--- src/hw/rtl/mrrc_pkg.sv ---
// Shared types, constants and state codes for the motor reversal ramp controller.
// No dependencies; every other file of the block imports this package.
package mrrc_pkg;

   localparam int unsigned POT_W        = 10;
   localparam int unsigned SPEED_W      = 8;
   localparam int unsigned STATE_W      = 2;
   localparam int unsigned TIME_W       = 32;
   localparam int unsigned ACCEL_W      = 8;
   localparam int unsigned INTERVAL_W   = 16;
   localparam int unsigned DWELL_W      = 16;
   localparam int unsigned CSR_INDEX_W  = 2;
   localparam int unsigned CSR_DATA_W   = 16;

   localparam int unsigned POT_FULL_SCALE   = 1023;
   localparam int unsigned SPEED_FULL_SCALE = 255;
   localparam int unsigned BLINK_HALF_MS    = 500;

   localparam logic [ACCEL_W-1:0]    RAMP_STEP_RESET   = 8'd5;
   localparam logic [INTERVAL_W-1:0] RAMP_PERIOD_RESET = 16'd20;
   localparam logic [DWELL_W-1:0]    STOP_DWELL_RESET  = 16'd3000;

   localparam logic [SPEED_W-1:0] SPEED_MAX = '1;

   // Pot scaling: pot * SPEED_FULL_SCALE / POT_FULL_SCALE done as one multiply by a
   // rounded-up reciprocal, with a shift wide enough that the quotient is exact.
   localparam logic [63:0] SCALE_PROD_MAX =
      64'((2 ** POT_W) - 1) * 64'(SPEED_FULL_SCALE);
   localparam int unsigned SCALE_PROD_W = $clog2(SCALE_PROD_MAX + 64'd1);
   localparam int unsigned SCALE_SHIFT  = SCALE_PROD_W + $clog2(POT_FULL_SCALE + 1);
   localparam logic [63:0] SCALE_RECIP  =
      ((64'd1 << SCALE_SHIFT) + 64'(POT_FULL_SCALE) - 64'd1) / 64'(POT_FULL_SCALE);
   localparam logic [63:0] SCALE_MULT   = SCALE_RECIP * 64'(SPEED_FULL_SCALE);
   localparam int unsigned SCALE_MULT_W = $clog2(SCALE_MULT + 64'd1);
   localparam int unsigned SCALE_FULL_W = POT_W + SCALE_MULT_W;

   localparam int unsigned BLINK_CNT_W = $clog2(BLINK_HALF_MS + 1);

   localparam logic [STATE_W-1:0] ST_STOP     = 2'd0;
   localparam logic [STATE_W-1:0] ST_FWD      = 2'd1;
   localparam logic [STATE_W-1:0] ST_BWD      = 2'd2;
   localparam logic [STATE_W-1:0] ST_STOPPING = 2'd3;

   localparam logic [CSR_INDEX_W-1:0] CSR_RAMP_STEP   = 2'd0;
   localparam logic [CSR_INDEX_W-1:0] CSR_RAMP_PERIOD = 2'd1;
   localparam logic [CSR_INDEX_W-1:0] CSR_STOP_DWELL  = 2'd2;

   localparam logic [1:0] EN_NONE  = 2'b00;
   localparam logic [1:0] EN_RIGHT = 2'b01;
   localparam logic [1:0] EN_LEFT  = 2'b10;

   typedef struct packed {
      logic               forward_pressed;
      logic               backward_pressed;
      logic               halt_pressed;
      logic [SPEED_W-1:0] pot_goal;
   } mrrc_item_type;

   typedef struct packed {
      logic [ACCEL_W-1:0]    ramp_step;
      logic [INTERVAL_W-1:0] ramp_period;
      logic [DWELL_W-1:0]    stop_dwell;
   } mrrc_cfg_type;

   typedef struct packed {
      logic               right_enable;
      logic               left_enable;
      logic [SPEED_W-1:0] right_duty;
      logic [SPEED_W-1:0] left_duty;
      logic               led_on;
      logic [STATE_W-1:0] motion_state;
      logic [SPEED_W-1:0] speed_now;
      logic [SPEED_W-1:0] speed_goal;
   } mrrc_result_type;

endpackage

--- src/hw/rtl/mrrc_pot_scale.sv ---
// Scales a potentiometer sample to a target speed, saturated at the speed range.
// Depends on mrrc_pkg for the reciprocal constants and widths.
module mrrc_pot_scale (
   input  logic [mrrc_pkg::POT_W-1:0]   pot_level,
   output logic [mrrc_pkg::SPEED_W-1:0] pot_goal
);
   import mrrc_pkg::*;

   logic [SCALE_FULL_W-1:0] product;
   logic [SCALE_FULL_W-1:0] quotient;

   assign product  = SCALE_FULL_W'(pot_level) * SCALE_FULL_W'(SCALE_MULT);
   assign quotient = product >> SCALE_SHIFT;
   assign pot_goal = (quotient > SCALE_FULL_W'(SPEED_MAX)) ? SPEED_MAX : SPEED_W'(quotient);

endmodule

--- src/hw/rtl/mrrc_motion_core.sv ---
// Motion state machine, speed ramp, bridge drive and status lamp of the controller.
// Depends on mrrc_pkg; advances its state by one millisecond tick per step.
module mrrc_motion_core (
   input  logic                     clock,
   input  logic                     reset,
   input  logic                     step,
   input  mrrc_pkg::mrrc_item_type   item,
   input  mrrc_pkg::mrrc_cfg_type    cfg,
   output mrrc_pkg::mrrc_result_type result
);
   import mrrc_pkg::*;

   logic [STATE_W-1:0]     run_state_ff, run_state_in;
   logic [STATE_W-1:0]     req_state_ff, req_state_in;
   logic [SPEED_W-1:0]     cur_speed_ff, cur_speed_in;
   logic [SPEED_W-1:0]     tgt_speed_ff, tgt_speed_in;
   logic                   drive_left_ff, drive_left_in;
   logic [TIME_W-1:0]      time_now_ff, time_now_in;
   logic [TIME_W-1:0]      last_update_ff, last_update_in;
   logic [TIME_W-1:0]      stop_start_ff, stop_start_in;
   logic [1:0]             bridge_en_ff, bridge_en_in;
   logic [SPEED_W-1:0]     duty_right_ff, duty_right_in;
   logic [SPEED_W-1:0]     duty_left_ff, duty_left_in;
   logic [BLINK_CNT_W-1:0] blink_cnt_ff, blink_cnt_in;
   logic                   blink_phase_ff, blink_phase_in;
   logic                   led;

   always_comb begin
      logic [SPEED_W:0] sum;
      logic             update_due;
      logic             dwell_done;

      req_state_in = req_state_ff;
      if (item.forward_pressed) begin
         req_state_in = ST_FWD;
      end
      if (item.backward_pressed) begin
         req_state_in = ST_BWD;
      end
      if (item.halt_pressed) begin
         req_state_in = ST_STOP;
      end

      run_state_in  = run_state_ff;
      cur_speed_in  = cur_speed_ff;
      tgt_speed_in  = tgt_speed_ff;
      drive_left_in = drive_left_ff;
      stop_start_in = stop_start_ff;
      bridge_en_in  = bridge_en_ff;
      duty_right_in = duty_right_ff;
      duty_left_in  = duty_left_ff;
      led           = 1'b0;
      dwell_done    = (time_now_ff - stop_start_ff) >= TIME_W'(cfg.stop_dwell);

      unique case (run_state_ff) inside
         ST_STOP: begin
            led           = 1'b0;
            tgt_speed_in  = '0;
            cur_speed_in  = '0;
            bridge_en_in  = EN_NONE;
            duty_right_in = '0;
            duty_left_in  = '0;
            if ((req_state_in == ST_FWD) || (req_state_in == ST_BWD)) begin
               run_state_in  = req_state_in;
               drive_left_in = (req_state_in == ST_BWD);
               bridge_en_in  = (req_state_in == ST_FWD) ? EN_RIGHT : EN_LEFT;
            end
         end
         ST_FWD, ST_BWD: begin
            led = 1'b1;
            if (req_state_in != run_state_ff) begin
               run_state_in  = ST_STOPPING;
               stop_start_in = time_now_ff;
               tgt_speed_in  = '0;
            end
         end
         ST_STOPPING: begin
            led = blink_phase_ff;
            if ((cur_speed_ff == '0) && dwell_done) begin
               if ((req_state_in == ST_FWD) || (req_state_in == ST_BWD)) begin
                  run_state_in  = req_state_in;
                  drive_left_in = (req_state_in == ST_BWD);
                  bridge_en_in  = (req_state_in == ST_FWD) ? EN_RIGHT : EN_LEFT;
               end else begin
                  run_state_in = ST_STOP;
               end
            end
         end
         default: begin
            led = 1'b0;
         end
      endcase

      update_due     = (time_now_ff - last_update_ff) >= TIME_W'(cfg.ramp_period);
      last_update_in = last_update_ff;
      sum            = {1'b0, cur_speed_in} + {1'b0, cfg.ramp_step};
      if (update_due) begin
         last_update_in = time_now_ff;
         if ((run_state_in == ST_FWD) || (run_state_in == ST_BWD)) begin
            tgt_speed_in = item.pot_goal;
         end
         sum = {1'b0, cur_speed_in} + {1'b0, cfg.ramp_step};
         if (cur_speed_in < tgt_speed_in) begin
            cur_speed_in = (sum > {1'b0, tgt_speed_in}) ? tgt_speed_in : sum[SPEED_W-1:0];
         end else if (cur_speed_in > tgt_speed_in) begin
            cur_speed_in = (cur_speed_in > cfg.ramp_step) ?
                           (cur_speed_in - cfg.ramp_step) : '0;
         end
         if (run_state_in != ST_STOP) begin
            if (drive_left_in) begin
               duty_left_in = cur_speed_in;
            end else begin
               duty_right_in = cur_speed_in;
            end
         end
      end

      time_now_in = time_now_ff + TIME_W'(1);
      if (time_now_ff == '1) begin
         blink_cnt_in   = '0;
         blink_phase_in = 1'b0;
      end else if (blink_cnt_ff == BLINK_CNT_W'(BLINK_HALF_MS - 1)) begin
         blink_cnt_in   = '0;
         blink_phase_in = ~blink_phase_ff;
      end else begin
         blink_cnt_in   = blink_cnt_ff + BLINK_CNT_W'(1);
         blink_phase_in = blink_phase_ff;
      end
   end

   always_ff @(posedge clock) begin
      if (reset) begin
         run_state_ff   <= ST_STOP;
         req_state_ff   <= ST_STOP;
         cur_speed_ff   <= '0;
         tgt_speed_ff   <= '0;
         drive_left_ff  <= 1'b0;
         time_now_ff    <= '0;
         last_update_ff <= '0;
         stop_start_ff  <= '0;
         bridge_en_ff   <= EN_NONE;
         duty_right_ff  <= '0;
         duty_left_ff   <= '0;
         blink_cnt_ff   <= '0;
         blink_phase_ff <= 1'b0;
      end else if (step) begin
         run_state_ff   <= run_state_in;
         req_state_ff   <= req_state_in;
         cur_speed_ff   <= cur_speed_in;
         tgt_speed_ff   <= tgt_speed_in;
         drive_left_ff  <= drive_left_in;
         time_now_ff    <= time_now_in;
         last_update_ff <= last_update_in;
         stop_start_ff  <= stop_start_in;
         bridge_en_ff   <= bridge_en_in;
         duty_right_ff  <= duty_right_in;
         duty_left_ff   <= duty_left_in;
         blink_cnt_ff   <= blink_cnt_in;
         blink_phase_ff <= blink_phase_in;
      end
   end

   always_comb begin
      result.right_enable = bridge_en_in[0];
      result.left_enable  = bridge_en_in[1];
      result.right_duty   = duty_right_in;
      result.left_duty    = duty_left_in;
      result.led_on       = led;
      result.motion_state = run_state_in;
      result.speed_now    = cur_speed_in;
      result.speed_goal   = tgt_speed_in;
   end

endmodule

--- src/hw/rtl/motor_reversal_ramp_controller_unit.sv ---
// Top level of the motor reversal ramp controller: handshakes, input and result registers,
// configuration registers. Depends on mrrc_pkg, mrrc_pot_scale and mrrc_motion_core.
//
//   channel  direction  handshake              payload
//   req      in         req_valid / req_ready  buttons, pot_level
//   rsp      out        rsp_valid / rsp_ready  enables, duties, lamp, state, speeds
//   csr      in         csr_valid / csr_ready  csr_index, csr_data
//
// An accepted item waits in the input register and moves into the result register when the
// result register is empty or being read; an item is accepted every cycle unless rsp stalls.
// The pot scaling multiply sits before the input register and the state update after it.
// Reset is synchronous and returns the valid flags, the core state and the configuration.
// A stalled result holds the pipe; the input register still takes one item meanwhile.
module motor_reversal_ramp_controller_unit (
   input  logic                              clock,
   input  logic                              reset,
   input  logic                              req_valid,
   output logic                              req_ready,
   input  logic                              req_forward_pressed,
   input  logic                              req_backward_pressed,
   input  logic                              req_halt_pressed,
   input  logic [mrrc_pkg::POT_W-1:0]        req_pot_level,
   output logic                              rsp_valid,
   input  logic                              rsp_ready,
   output logic                              rsp_right_enable,
   output logic                              rsp_left_enable,
   output logic [mrrc_pkg::SPEED_W-1:0]      rsp_right_duty,
   output logic [mrrc_pkg::SPEED_W-1:0]      rsp_left_duty,
   output logic                              rsp_led_on,
   output logic [mrrc_pkg::STATE_W-1:0]      rsp_motion_state,
   output logic [mrrc_pkg::SPEED_W-1:0]      rsp_speed_now,
   output logic [mrrc_pkg::SPEED_W-1:0]      rsp_speed_goal,
   input  logic                              csr_valid,
   output logic                              csr_ready,
   input  logic [mrrc_pkg::CSR_INDEX_W-1:0]  csr_index,
   input  logic [mrrc_pkg::CSR_DATA_W-1:0]   csr_data
);
   import mrrc_pkg::*;

   logic               in_valid_ff;
   mrrc_item_type      in_item_ff;
   mrrc_item_type      in_item_in;
   logic               out_valid_ff;
   mrrc_result_type    out_result_ff;
   mrrc_result_type    core_result;
   mrrc_cfg_type       cfg_ff;
   logic [SPEED_W-1:0] pot_goal;
   logic               advance;

   mrrc_pot_scale u_pot_scale (
      .pot_level (req_pot_level),
      .pot_goal  (pot_goal)
   );

   always_comb begin
      in_item_in.forward_pressed  = req_forward_pressed;
      in_item_in.backward_pressed = req_backward_pressed;
      in_item_in.halt_pressed     = req_halt_pressed;
      in_item_in.pot_goal         = pot_goal;
   end

   assign advance   = in_valid_ff && (!out_valid_ff || rsp_ready);
   assign req_ready = !in_valid_ff || advance;
   assign csr_ready = 1'b1;

   mrrc_motion_core u_motion_core (
      .clock  (clock),
      .reset  (reset),
      .step   (advance),
      .item   (in_item_ff),
      .cfg    (cfg_ff),
      .result (core_result)
   );

   always_ff @(posedge clock) begin
      if (reset) begin
         in_valid_ff  <= 1'b0;
         out_valid_ff <= 1'b0;
      end else begin
         if (req_ready) begin
            in_valid_ff <= req_valid;
         end
         if (advance) begin
            out_valid_ff <= 1'b1;
         end else if (rsp_ready) begin
            out_valid_ff <= 1'b0;
         end
      end
   end

   always_ff @(posedge clock) begin
      if (req_valid && req_ready) begin
         in_item_ff <= in_item_in;
      end
      if (advance) begin
         out_result_ff <= core_result;
      end
   end

   always_ff @(posedge clock) begin
      if (reset) begin
         cfg_ff.ramp_step   <= RAMP_STEP_RESET;
         cfg_ff.ramp_period <= RAMP_PERIOD_RESET;
         cfg_ff.stop_dwell  <= STOP_DWELL_RESET;
      end else if (csr_valid) begin
         unique case (csr_index)
            CSR_RAMP_STEP: begin
               cfg_ff.ramp_step <= csr_data[ACCEL_W-1:0];
            end
            CSR_RAMP_PERIOD: begin
               cfg_ff.ramp_period <= csr_data[INTERVAL_W-1:0];
            end
            CSR_STOP_DWELL: begin
               cfg_ff.stop_dwell <= csr_data[DWELL_W-1:0];
            end
            default: begin
            end
         endcase
      end
   end

   assign rsp_valid        = out_valid_ff;
   assign rsp_right_enable = out_result_ff.right_enable;
   assign rsp_left_enable  = out_result_ff.left_enable;
   assign rsp_right_duty   = out_result_ff.right_duty;
   assign rsp_left_duty    = out_result_ff.left_duty;
   assign rsp_led_on       = out_result_ff.led_on;
   assign rsp_motion_state = out_result_ff.motion_state;
   assign rsp_speed_now    = out_result_ff.speed_now;
   assign rsp_speed_goal   = out_result_ff.speed_goal;

endmodule

--- config.mk ---
export PLATFORM = sky130hd
export DESIGN_NAME = motor_reversal_ramp_controller_unit
export DESIGN_NICKNAME = d
export VERILOG_FILES = /design/src/hw/rtl/mrrc_pkg.sv /design/src/hw/rtl/mrrc_pot_scale.sv /design/src/hw/rtl/mrrc_motion_core.sv /design/src/hw/rtl/motor_reversal_ramp_controller_unit.sv
export SDC_FILE = /design/constraint.sdc
export NUM_CORES = 1
export LEC_CHECK = 0
export BUFFER_PORTS_ARGS = -buffer_cell sky130_fd_sc_hd__clkbuf_2
export CAP_MARGIN = 20
export CORE_MARGIN = 8
export CORE_UTILIZATION = 69
export DETAILED_ROUTE_END_ITERATION = 16
export PLACE_DENSITY = 0.88
export SLEW_MARGIN = 15
export SYNTH_ARGS = -nofsm -noshare
export SYNTH_HDL_FRONTEND = slang
export SYNTH_SLANG_ARGS = --single-unit
--- constraint.sdc ---
create_clock -name clock -period 18 [get_ports clock]
set_input_delay 0 -clock clock [delete_from_list [all_inputs] [get_ports clock]]
set_output_delay 0 -clock clock [all_outputs]
set_load 0.01 [all_outputs]
* Yosys cells after proc, flatten, opt, wreduce, memory -nomap -nowiden
Index checks and enable logic that the tools add are counted.
** Storage, ports and cells
- Logic and storage cells :: 121
- Bits of input ports :: 36
- Register bits :: 235
- Output and inout bits :: 40
** Cells by class
- Add/subtract/negate cells :: 6
- Magnitude comparators :: 7
- Reduce and logical (&&, ||, !) cells :: 22
- $mul :: 1
- Multiplexer cells :: 42
- Bitwise logic cells :: 1
- Eq/ne operators :: 12
** Operators by type and width (count)
- 8-bit 2-to-1 mux :: 18
- 32-bit by 16-bit greater-or-equal comparator with 1-bit output :: 2
- 32-bit subtractor :: 2
- 10-bit by 26-bit multiplier with 36-bit output, second input constant :: 1
- 32-bit by 1-bit adder with 32-bit output, second input constant :: 1
- 32-bit equality test, second input constant :: 1
- 2-bit 2-to-1 mux :: 11
- 9-bit 2-to-1 mux :: 2
- 8-bit > comparator :: 2
- 8-bit one-hot mux with 2 select lines :: 1
- 2-bit equality test, second input constant :: 5
- 2-bit AND reduction :: 5
- 8-bit by 8-bit adder with 9-bit output :: 1
- 9-bit by 1-bit adder with 9-bit output, second input constant :: 1
- 9-bit equality test, second input constant :: 1
- 9-bit by 8-bit > comparator with 1-bit output :: 1
- 2-bit by 1-bit equality test with 1-bit output, second input constant :: 4
- 8-bit > comparator, second input constant :: 1
- 8-bit logical NOT :: 1
- 8-bit less-than comparator :: 1
- 8-bit subtractor :: 1
- 1-bit 2-to-1 mux :: 6
- 2-bit one-hot mux with 3 select lines :: 1
- 2-bit nonzero test :: 3
- other kinds (10) :: 18

* Longest topological paths before layout
Gate-level depths: netlist of the first run.
- Word-level depth :: 18
- Depth in mapped cells :: 37
- Depth with buffers taken out :: 35

* Cells and area by module
Synthesis of the first run repeated with hierarchy kept, for this count alone.
** Second synthesis, totals
- Cell total of the unflattened synthesis :: 2205
- Area total of the unflattened synthesis :: 19242.2 µm²
** By module, submodules not included
- mrrc_motion_core :: sequential area each 2902.8 µm², cells each 1662, times used 1, area each 12763.5 µm²
- mrrc_pot_scale :: sequential area each 0.0 µm², cells each 322, times used 1, area each 3279.4 µm²
- motor_reversal_ramp_controller_unit :: sequential area each 2282.2 µm², cells each 221, times used 1, area each 3199.3 µm²

* Worst setup path before layout of the first run
OpenSTA, ideal clock, no wires.
- Path kind :: register to register
- From :: register u_motion_core.time_now_ff[9]
- To :: register u_motion_core.cur_speed_ff[2]
- Clock period less this slack :: 7307 ps
- Arrival :: 7192 ps
- Cell stages (with the launch flop) :: 37
- Slack :: 10693 ps
- Required time :: 17885 ps
- Setup time :: 115 ps
- Buffers on the path :: 3
- Cells stage by stage :: dfxtp_1 > ha_1 > clkbuf_1 > nand4_1 > nor3_1 > o21ai_1 > a21oi_1 > nor2_1 > xnor2_1 > ha_1 > a21oi_1 > o31ai_1 > a211oi_1 > o311ai_0 > nor4_1 > nand4_1 > nor4_1 > and4_1 > a21oi_1 > a21boi_0 > o2bb2ai_1 > ha_1 > clkbuf_1 > clkbuf_1 > nor2_1 > a21oi_1 > ha_1 > a21o_1 > a21oi_1 > nor2b_1 > a2111o_1 > a41oi_1 > a41oi_2 > mux2i_1 > a21oi_1 > mux2_2 > o21a_1
** RTL lines
- start, declared :: RTL line mrrc_motion_core.sv:18 : logic [TIME_W-1:0] time_now_ff, time_now_in;
- start signal, assigned :: RTL line mrrc_motion_core.sv:152 : time_now_ff <= time_now_in;
- end signal, assigned :: RTL line mrrc_motion_core.sv:149 : cur_speed_ff <= cur_speed_in;
- end, declared :: RTL line mrrc_motion_core.sv:15 : logic [SPEED_W-1:0] cur_speed_ff, cur_speed_in;

==> out/qor.log, run 1 <==
INFO  route          antenna_left=0
INFO  yosys          synth.distinct_cells=84
INFO  route          total_iterations_of_the_first_detailed_routing_run=7
INFO  yosys          ys_warn_count=0
INFO  setup_path     critical_path.slowest_cell=ha_1
INFO  yosys          post_synth.cell_area_avg=8.268um^2
INFO  power_and_ir_drop power.internal=0.001374W
INFO  timing         rsz0062_at_grt=no
INFO  power_and_ir_drop sequentialPowerShare=26.6%
INFO  setup_path     worst-endpoint-required=18440ps
INFO  setup_path     cp_common_cell=a21oi_1
INFO  global_routing grt_pass1_wl=84.51mm
INFO  floorplan      io_pins=76
INFO  floorplan      chipWidth=181.7um
INFO  yosys          postSynth.asyncResetShare=0%
INFO  power_and_ir_drop p_switching=0.0008673W
INFO  timing         tns=0ps
INFO  cells_and_area n_antenna_cell=0
INFO  setup_path     timing.critical_path.buf_inv=1
INFO  clock_tree     clk_tree_root_cell=clkbuf_16
INFO  power_and_ir_drop leakage=9.055nW
INFO  yosys          synth_nets=2606
INFO  timing         period_minus_slack=8809ps
INFO  setup_path     cpLargestDelayFamily=compound AO/OA/AOI/OAI gates
INFO  clock_tree     postCtsSetupRepairBufs=0
INFO  clock_tree     path_clk_slew=60ps
INFO  yosys          synth_top_cell_by_area=dfxtp_1
INFO  yosys          synthesis.area=18930um^2
INFO  route          routed_wire_length_per_instance=19.21um
INFO  clock_tree     cts_hold_buffers=25
INFO  timing         finClkSkew=17.54ps
INFO  timing         maxClockFrequency=113.5MHz
INFO  global_routing overall_global_routing_resource_usage=30.73%
INFO  setup_path     cp-end-kind=flop
INFO  cells_and_area area.sequential=5185um^2
INFO  timing         hold_ws=24.77ps
INFO  floorplan      die_area=33000um^2
INFO  power_and_ir_drop p_clk_share=24.4%
INFO  timing         report.final.slew_viol_count=0
INFO  cells_and_area area_growth_syn_to_layout=8.294%
INFO  global_routing grt_max_degree=130
INFO  yosys          syn_inst=2290
INFO  global_routing first_global_vias=16500
INFO  placement      placed_cell_area=19380um^2
INFO  clock_tree     post_cts_resize_count=0
INFO  min_path       holdCritStartpoint=reset
INFO  timing         final_min_period_over_clock_period=48.94%
INFO  setup_path     critPathArrivalTime=9250ps
INFO  timing         setup_ws=9191ps
INFO  yosys          netlist.area_leader.share=19.77%
INFO  cells_and_area finish.instance_area=20500um^2
INFO  timing         relative_max_transition_margin=29.78%
INFO  global_routing initial_antenna_violation_count=0
INFO  power_and_ir_drop comb_power_share=49.0%
INFO  clock_tree     clk_latency=550ps
INFO  cells_and_area final_nets=2643
INFO  setup_path     setup.worst_path.start=u_motion_core.time_now_ff[0]
INFO  setup_path     worst_r2r_startpoint=u_motion_core.time_now_ff[0]
INFO  floorplan      floorplan_core_area=26950um^2
INFO  placement      detailedPlacementHpwl=38.36mm
INFO  cells_and_area drive_gt1_share=6.902%
INFO  yosys          synth_flop_cell=dfxtp_1
INFO  yosys          yosysSeqAreaShare=27.39%
INFO  timing         final-hold-violation-count=0
INFO  timing         timing_worst_slew_pin_value=1049ps
INFO  route          avgViaCountPerCell=6.328
INFO  floorplan      floorplan.initialDensity=70.25%
INFO  route          dr.first_iter.drc_count=1873
INFO  setup_path     start_kind=flop
INFO  route          vias=17010
INFO  setup_path     crit_cells=34
INFO  placement      pre_cts_slack=9540ps
INFO  route          drc=0
INFO  clock_tree     cts_tree=done
INFO  cells_and_area post-route-util=76.08%
INFO  yosys          synth_top_area_cells=dfxtp_1 (20%), ha_1 (13%), fa_1 (8.1%)
INFO  placement      port_buffers=74
INFO  setup_path     worst_r2r_path_depth=34
INFO  min_path       worst_hold_path_type=input port to flop
INFO  clock_tree     cts_inserted_buffers=26
INFO  setup_path     timing.critical_path.fanout_max=18
INFO  global_routing globalRoute.totalOverflow=0
INFO  yosys          ys_ff_latch=235
INFO  power_and_ir_drop vdd.ir_drop.worst=0.2686mV
INFO  floorplan      die_h=181.7um
INFO  power_and_ir_drop p_sw_share=38.69%
INFO  yosys          synth_edf_count=48
INFO  route          drt-total-wl=51.64mm
INFO  placement      globalplace.congestion=0.9944
INFO  min_path       worstHoldPathCells=2
INFO  cells_and_area fill_cell_total_of_the_finished_layout=1905
INFO  status         status=finished, final reports clean
INFO  clock_tree     h_tree_levels=1
INFO  setup_path     worstSetupPathType=flop to flop
INFO  clock_tree     ctsLongestPathBuffers=3
INFO  power_and_ir_drop power_per_cell_area=109.3nW/um^2
INFO  floorplan      num_rows=60
INFO  setup_path     delay_of_the_slowest_cell_on_the_worst_path=610ps
INFO  cells_and_area multiInputGateArea=12480um^2
INFO  timing         setup-violations-final=0
INFO  clock_tree     tritoncts_num_sinks=235
INFO  flow_run       max-cap-violations=0
## Yosys cell counts (all sizes together) (5+ instances only)
master and count:
and3 11, a21boi 5, or2 5, a311oi 6, buf 20, nand2 263, nor3b 7, o21a 22
or3b 6, mux2i 41, nand3 32, a2111oi 8, a211oi 15, o31ai 7, a21oi 268, a221oi 5
a21o 40, xnor2 55, xor2 43, nor4 13, ha 203, a211o 14, dfxtp 187, a22oi 6
nor2 195, inv 225, nand4 34, a31oi 13, o22ai 8, edfxtp 48, and2 8, nor3 25
clkbuf 79, o311ai 14, nand3b 24, nor2b 27, o21bai 10, fa 77, nand2b 40, o2111ai 10
o211ai 17, or3 15, o21ai 86
## metal layers
metal	part of all wire, %	vias up	global-route usage (%)
li1	-	8044	-
met5	0	-	0
met4	3.5	0	10.23
met2	45	732	49.52
met1	43	8114	40.73
met3	8.5	120	6.208
## state kept, by name (all words and copies together) (netlist names), 2 cells and up
signal                        flops
u_motion_core.run_state_ff        2
rsp_motion_state                  2
u_motion_core.time_now_ff        32
rsp_left_duty                     8
u_motion_core.req_state_ff        2
rsp_speed_goal                    8
in_item_ff                       11
rsp_right_duty                    8
u_motion_core.duty_right_ff       8
u_motion_core.duty_left_ff        8
rsp_speed_now                     8
u_motion_core.cur_speed_ff        8
u_motion_core.last_update_ff     32
cfg_ff                           40
u_motion_core.tgt_speed_ff        8
u_motion_core.stop_start_ff      32
u_motion_core.blink_cnt_ff        9
u_motion_core.bridge_en_ff        2
## cell type report
type / instances / share of cell area [%]
clock buffer: 32 / 3.430
clock inverter: 16 / 0.8421
inverter: 225 / 4.125
multi-input combinational: 1731 / 60.85
sequential: 235 / 25.29
tap: 341 / 2.081
timing repair buffer: 108 / 3.387
## power by group through the flow
stage	sequential (W)	combinational [W]	clock, W
global placement	0.000606	0.00100	0
global route	0.000597	0.00124	0.000575
detailed placement	0.000607	0.00106	0
finish	0.000596	0.00110	0.000547
CTS	0.000596	0.00107	0.000548
floorplan	0.000605	0.000810	0
## path summary, 6_finish.rpt
kind	slack, ps	end
worst max-delay path	9190	u_motion_core.cur_speed_ff[7]
worst min-delay path	20	u_motion_core.cur_speed_ff[5]
worst max register to register	9190	u_motion_core.cur_speed_ff[7]
worst min register to register	450	u_motion_core.stop_start_ff[10]
## layout by cell type (no fill, tap or decap), drive strengths merged, types with 7 or more instances in the layout
master,n
o311ai,14
nor3b,7
edfxtp,48
xnor2,55
ha,203
nand3b,24
a21o,40
xor2,43
o211ai,17
a211oi,15
nand4,34
dfxtp,187
a21oi,268
mux2i,41
nor3,25
dlygate4sd3,25
nor2b,27
or3,15
nor4,13
clkbuf,105
and3,11
nand2b,40
nand3,32
nand2,263
o21ai,86
buf,10
a211o,14
a31oi,13
inv,226
o21bai,10
and2,8
nor2,195
clkinv,10
o21a,22
o2111ai,10
a2111oi,8
o22ai,8
fa,77
o31ai,7
## stage by stage
stage,power (W),std cells
floorplan,0.001415,2290
global placement,0.001606,2615
detailed placement,0.001663,2615
CTS,0.002215,2688
global route,0.002408,2688
finish,0.002242,2688
## cell families after synthesis
logic type / Yosys count / synth area share (%)
buf+inv: 324 / 6.794
compound gates: 585 / 19.16
simple gates: 723 / 18.06
mux: 44 / 2.485
xor+xnor: 98 / 4.533
flops: 235 / 27.39
fa+ha+maj: 280 / 21.56
other cells: 1 / 0.01981
Note: power is estimated with default switching activity, not from simulation.
==> inputs of run 2 (changes only) <==
ABC_AREA = 1   (was not set)
CORE_UTILIZATION = 64   (was 69)
PLACE_DENSITY = 0.82   (was 0.88)
clock period = 9.02 ns   (was 18 ns; I/O delays follow)
==> out/qor.log, run 2 <==
INFO  route          total_iterations_of_the_first_detailed_routing_run=6
INFO  status         status=finished, final reports clean
INFO  clock_tree     cts_tree=done
INFO  yosys          synthesis.area=19910um^2
INFO  yosys          yosysSeqAreaShare=26.05%
INFO  yosys          postSynth.asyncResetShare=0%
INFO  timing         rsz0062_at_grt=no
INFO  placement      detailedPlacementHpwl=43.79mm
INFO  cells_and_area largest_register_ff_count=40
INFO  yosys          synth_xor_area_share=2.640%
INFO  cells_and_area n_antenna_cell=0
INFO  timing         relative_max_transition_margin=29.21%
INFO  yosys          ys_warn_count=0
INFO  route          antenna_left=0
INFO  setup_path     delay_of_the_slowest_cell_on_the_worst_path=510ps
INFO  timing         setup-violations-final=0
INFO  yosys          synth_flop_cell=dfxtp_1
INFO  floorplan      io_pins=76
INFO  placement      port_buffers=74
INFO  clock_tree     path_clk_slew=60ps
INFO  floorplan      num_rows=64
INFO  yosys          ys_ff_latch=235
INFO  power_and_ir_drop power_per_cell_area=276.0nW/um^2
INFO  clock_tree     h_tree_levels=1
INFO  global_routing grt_max_degree=90
INFO  clock_tree     tritoncts_num_sinks=235
INFO  cells_and_area drive_gt1_share=5.779%
INFO  yosys          synth_top_family_by_area=simple AND/OR/NAND/NOR gates
INFO  yosys          post_synth.cell_area_avg=6.982um^2
INFO  cells_and_area finish.instance_area=21800um^2
INFO  placement      placed_cell_area=20560um^2
INFO  power_and_ir_drop vdd.ir_drop.worst=0.6338mV
INFO  global_routing overall_global_routing_resource_usage=29.81%
INFO  cells_and_area area.sequential=5185um^2
INFO  route          avgViaCountPerCell=5.645
INFO  timing         period_minus_slack=6727ps
INFO  yosys          synth_top_area_cells=dfxtp_1 (19%), ha_1 (13%), nand2_1 (12%)
INFO  flow_run       max-cap-violations=0
INFO  route          vias=18940
INFO  clock_tree     clk_tree_root_cell=clkbuf_16
INFO  setup_path     worst_r2r_path_depth=39
INFO  global_routing initial_antenna_violation_count=0
INFO  yosys          synth_top_cell_by_area=dfxtp_1
INFO  cells_and_area final_common_cell=nand2_1
INFO  power_and_ir_drop p_sw_share=47.02%
INFO  cells_and_area layout_common_cells=nand2_1 (623), inv_1 (537), a21oi_1 (272)
INFO  power_and_ir_drop comb_power_share=60.0%
INFO  cells_and_area area_growth_syn_to_layout=9.529%
INFO  timing         maxClockFrequency=148.7MHz
INFO  power_and_ir_drop power.internal=0.003189W
INFO  global_routing grt_pass1_wl=90.24mm
INFO  setup_path     worstSetupPathType=flop to flop
INFO  timing         timing_worst_slew_pin_value=1062ps
INFO  timing         final-hold-violation-count=0
INFO  power_and_ir_drop leakage=11.12nW
INFO  power_and_ir_drop p_clk_share=18.5%
INFO  clock_tree     clk_latency=580ps
INFO  setup_path     start_kind=flop
INFO  route          drt-total-wl=56.09mm
INFO  yosys          synth.distinct_cells=62
INFO  setup_path     critPathArrivalTime=7060ps
INFO  setup_path     critical_path.slowest_cell=dfxtp_1
INFO  yosys          synth_edf_count=48
INFO  yosys          yosys-mux-area-fraction=0%
INFO  floorplan      floorplan_core_area=30590um^2
INFO  yosys          area_fraction_in_compound_gates_after_synthesis=14.97%
INFO  timing         report.final.slew_viol_count=0
INFO  route          dr.first_iter.drc_count=1532
INFO  floorplan      die_area=37000um^2
INFO  floorplan      chipWidth=192.4um
INFO  yosys          post-synth-top-count-cell=nand2_1
INFO  route          routed_wire_length_per_instance=16.72um
INFO  setup_path     worst-endpoint-required=9350ps
INFO  placement      globalplace.congestion=0.9933
INFO  yosys          yosys-top-cells-count=nand2_1 (623), inv_1 (537), a21oi_1 (272), nor2_1 (218), ha_1 (203)
INFO  power_and_ir_drop post-layout-total-power=0.006018W
INFO  power_and_ir_drop p_switching=0.002829W
INFO  global_routing globalRoute.totalOverflow=0
INFO  timing         final_min_period_over_clock_period=74.58%
INFO  setup_path     timing.critical_path.fanout_max=11
INFO  global_routing first_global_vias=18000
INFO  yosys          synth_adder_area_share=20.50%
INFO  setup_path     cp-end-kind=flop
INFO  clock_tree     cts_inserted_buffers=27
INFO  floorplan      floorplan.initialDensity=65.08%
INFO  min_path       worstHoldPathCells=3
INFO  route          drc=0
INFO  power_and_ir_drop sequentialPowerShare=21.5%
INFO  timing         tns=0ps
INFO  yosys          synth_simple_gate_area_share=24.23%
INFO  yosys          netlist.area_leader.share=18.81%
INFO  yosys          synth_nets=3167
INFO  clock_tree     ctsLongestPathBuffers=3
INFO  cells_and_area fill_cell_total_of_the_finished_layout=2532
INFO  cells_and_area multiInputGateArea=12420um^2
INFO  cells_and_area top_register_by_number_of_flip_flops=cfg_ff
INFO  timing         finClkSkew=35.12ps
INFO  floorplan      die_h=192.4um
INFO  min_path       worst_hold_path_type=input port to flop
INFO  setup_path     cp_common_cell=nand2_1
INFO  yosys          syn_inst=2851
INFO  cells_and_area final_nets=3256
[run 2: power by group through the flow]
stage | Sequential, W | Combinational (W) | Clock [W]
2_1_floorplan | 0.00132 | 0.00261 | 0
3_3_place_gp | 0.00131 | 0.00338 | 0
3_5_place_dp | 0.00131 | 0.00351 | 0
4_1_cts | 0.00129 | 0.00355 | 0.00112
5_1_grt | 0.00130 | 0.00406 | 0.00117
6_report | 0.00129 | 0.00361 | 0.00111
[run 2: path summary, 6_finish.rpt]
path         slack (ps)                             from                         endpoint
min reg2reg         460  u_motion_core.stop_start_ff[15]  u_motion_core.stop_start_ff[15]
max                2290     u_motion_core.time_now_ff[1]                 rsp_speed_now[5]
max reg2reg        2290     u_motion_core.time_now_ff[1]                 rsp_speed_now[5]
min                  60                            reset     u_motion_core.blink_phase_ff
[run 2: per-stage QoR]
step | std cells | worst slack [ps] | hold slack, ps | util [%]
after floorplan | 2851 | 3439 | 98.87 | -
after global placement | 3272 | 2654 | 180.3 | 67.21
after detailed placement | 3272 | 2423 | 183.5 | 67.21
after CTS | 3355 | 2394 | 31.07 | 71.28
after global routing | 3355 | 1691 | 71.77 | 71.28
final | 3355 | 2293 | 64.60 | 71.28
[run 2: cell type report]
| cell class | instances | share of cell area [%] |
|---|---|---|
| clock buffer | 38 | 3.569 |
| clock inverter | 10 | 0.5337 |
| inverter | 542 | 9.337 |
| multi-input combinational | 2018 | 56.96 |
| sequential | 235 | 23.78 |
| tap | 396 | 2.272 |
| timing repair buffer | 116 | 3.546 |
[run 2: routing by layer]
layer  global-route usage, %  routed length, um  share of wire, %
met5                       0                  0                 0
met4                   7.814               1407               2.5
met3                   4.156               4348               7.8
met2                   48.01              25070                45
met1                   41.53              25260                45
[run 2: worst max-delay path, delay by kind of cell (launching register included)]
kind / cells / cell delay (ps)
and+or+nand+nor: 22 / 2630
adders and majority gates: 4 / 1380
AOI/OAI and AO/OA: 7 / 1190
xor gates and xnor gates: 1 / 90
buffers and inverters: 5 / 660
DFF: 1 / 510
[run 2: cells by family after synthesis]
group,count (synthesis)
other,1
AO/OA/AOI/OAI,546
XOR/XNOR,60
buffers and inverters,598
AND/OR/NAND/NOR,1131
flip-flops,235
adder cells (fa/ha/maj),280
[run 2: repair_timing]
item | in CTS | in global routing
setup buffers | 0 | 0
resized for setup | 0 | 0
hold endpoints to repair | 45 | 0
hold buffers | 35 | 0
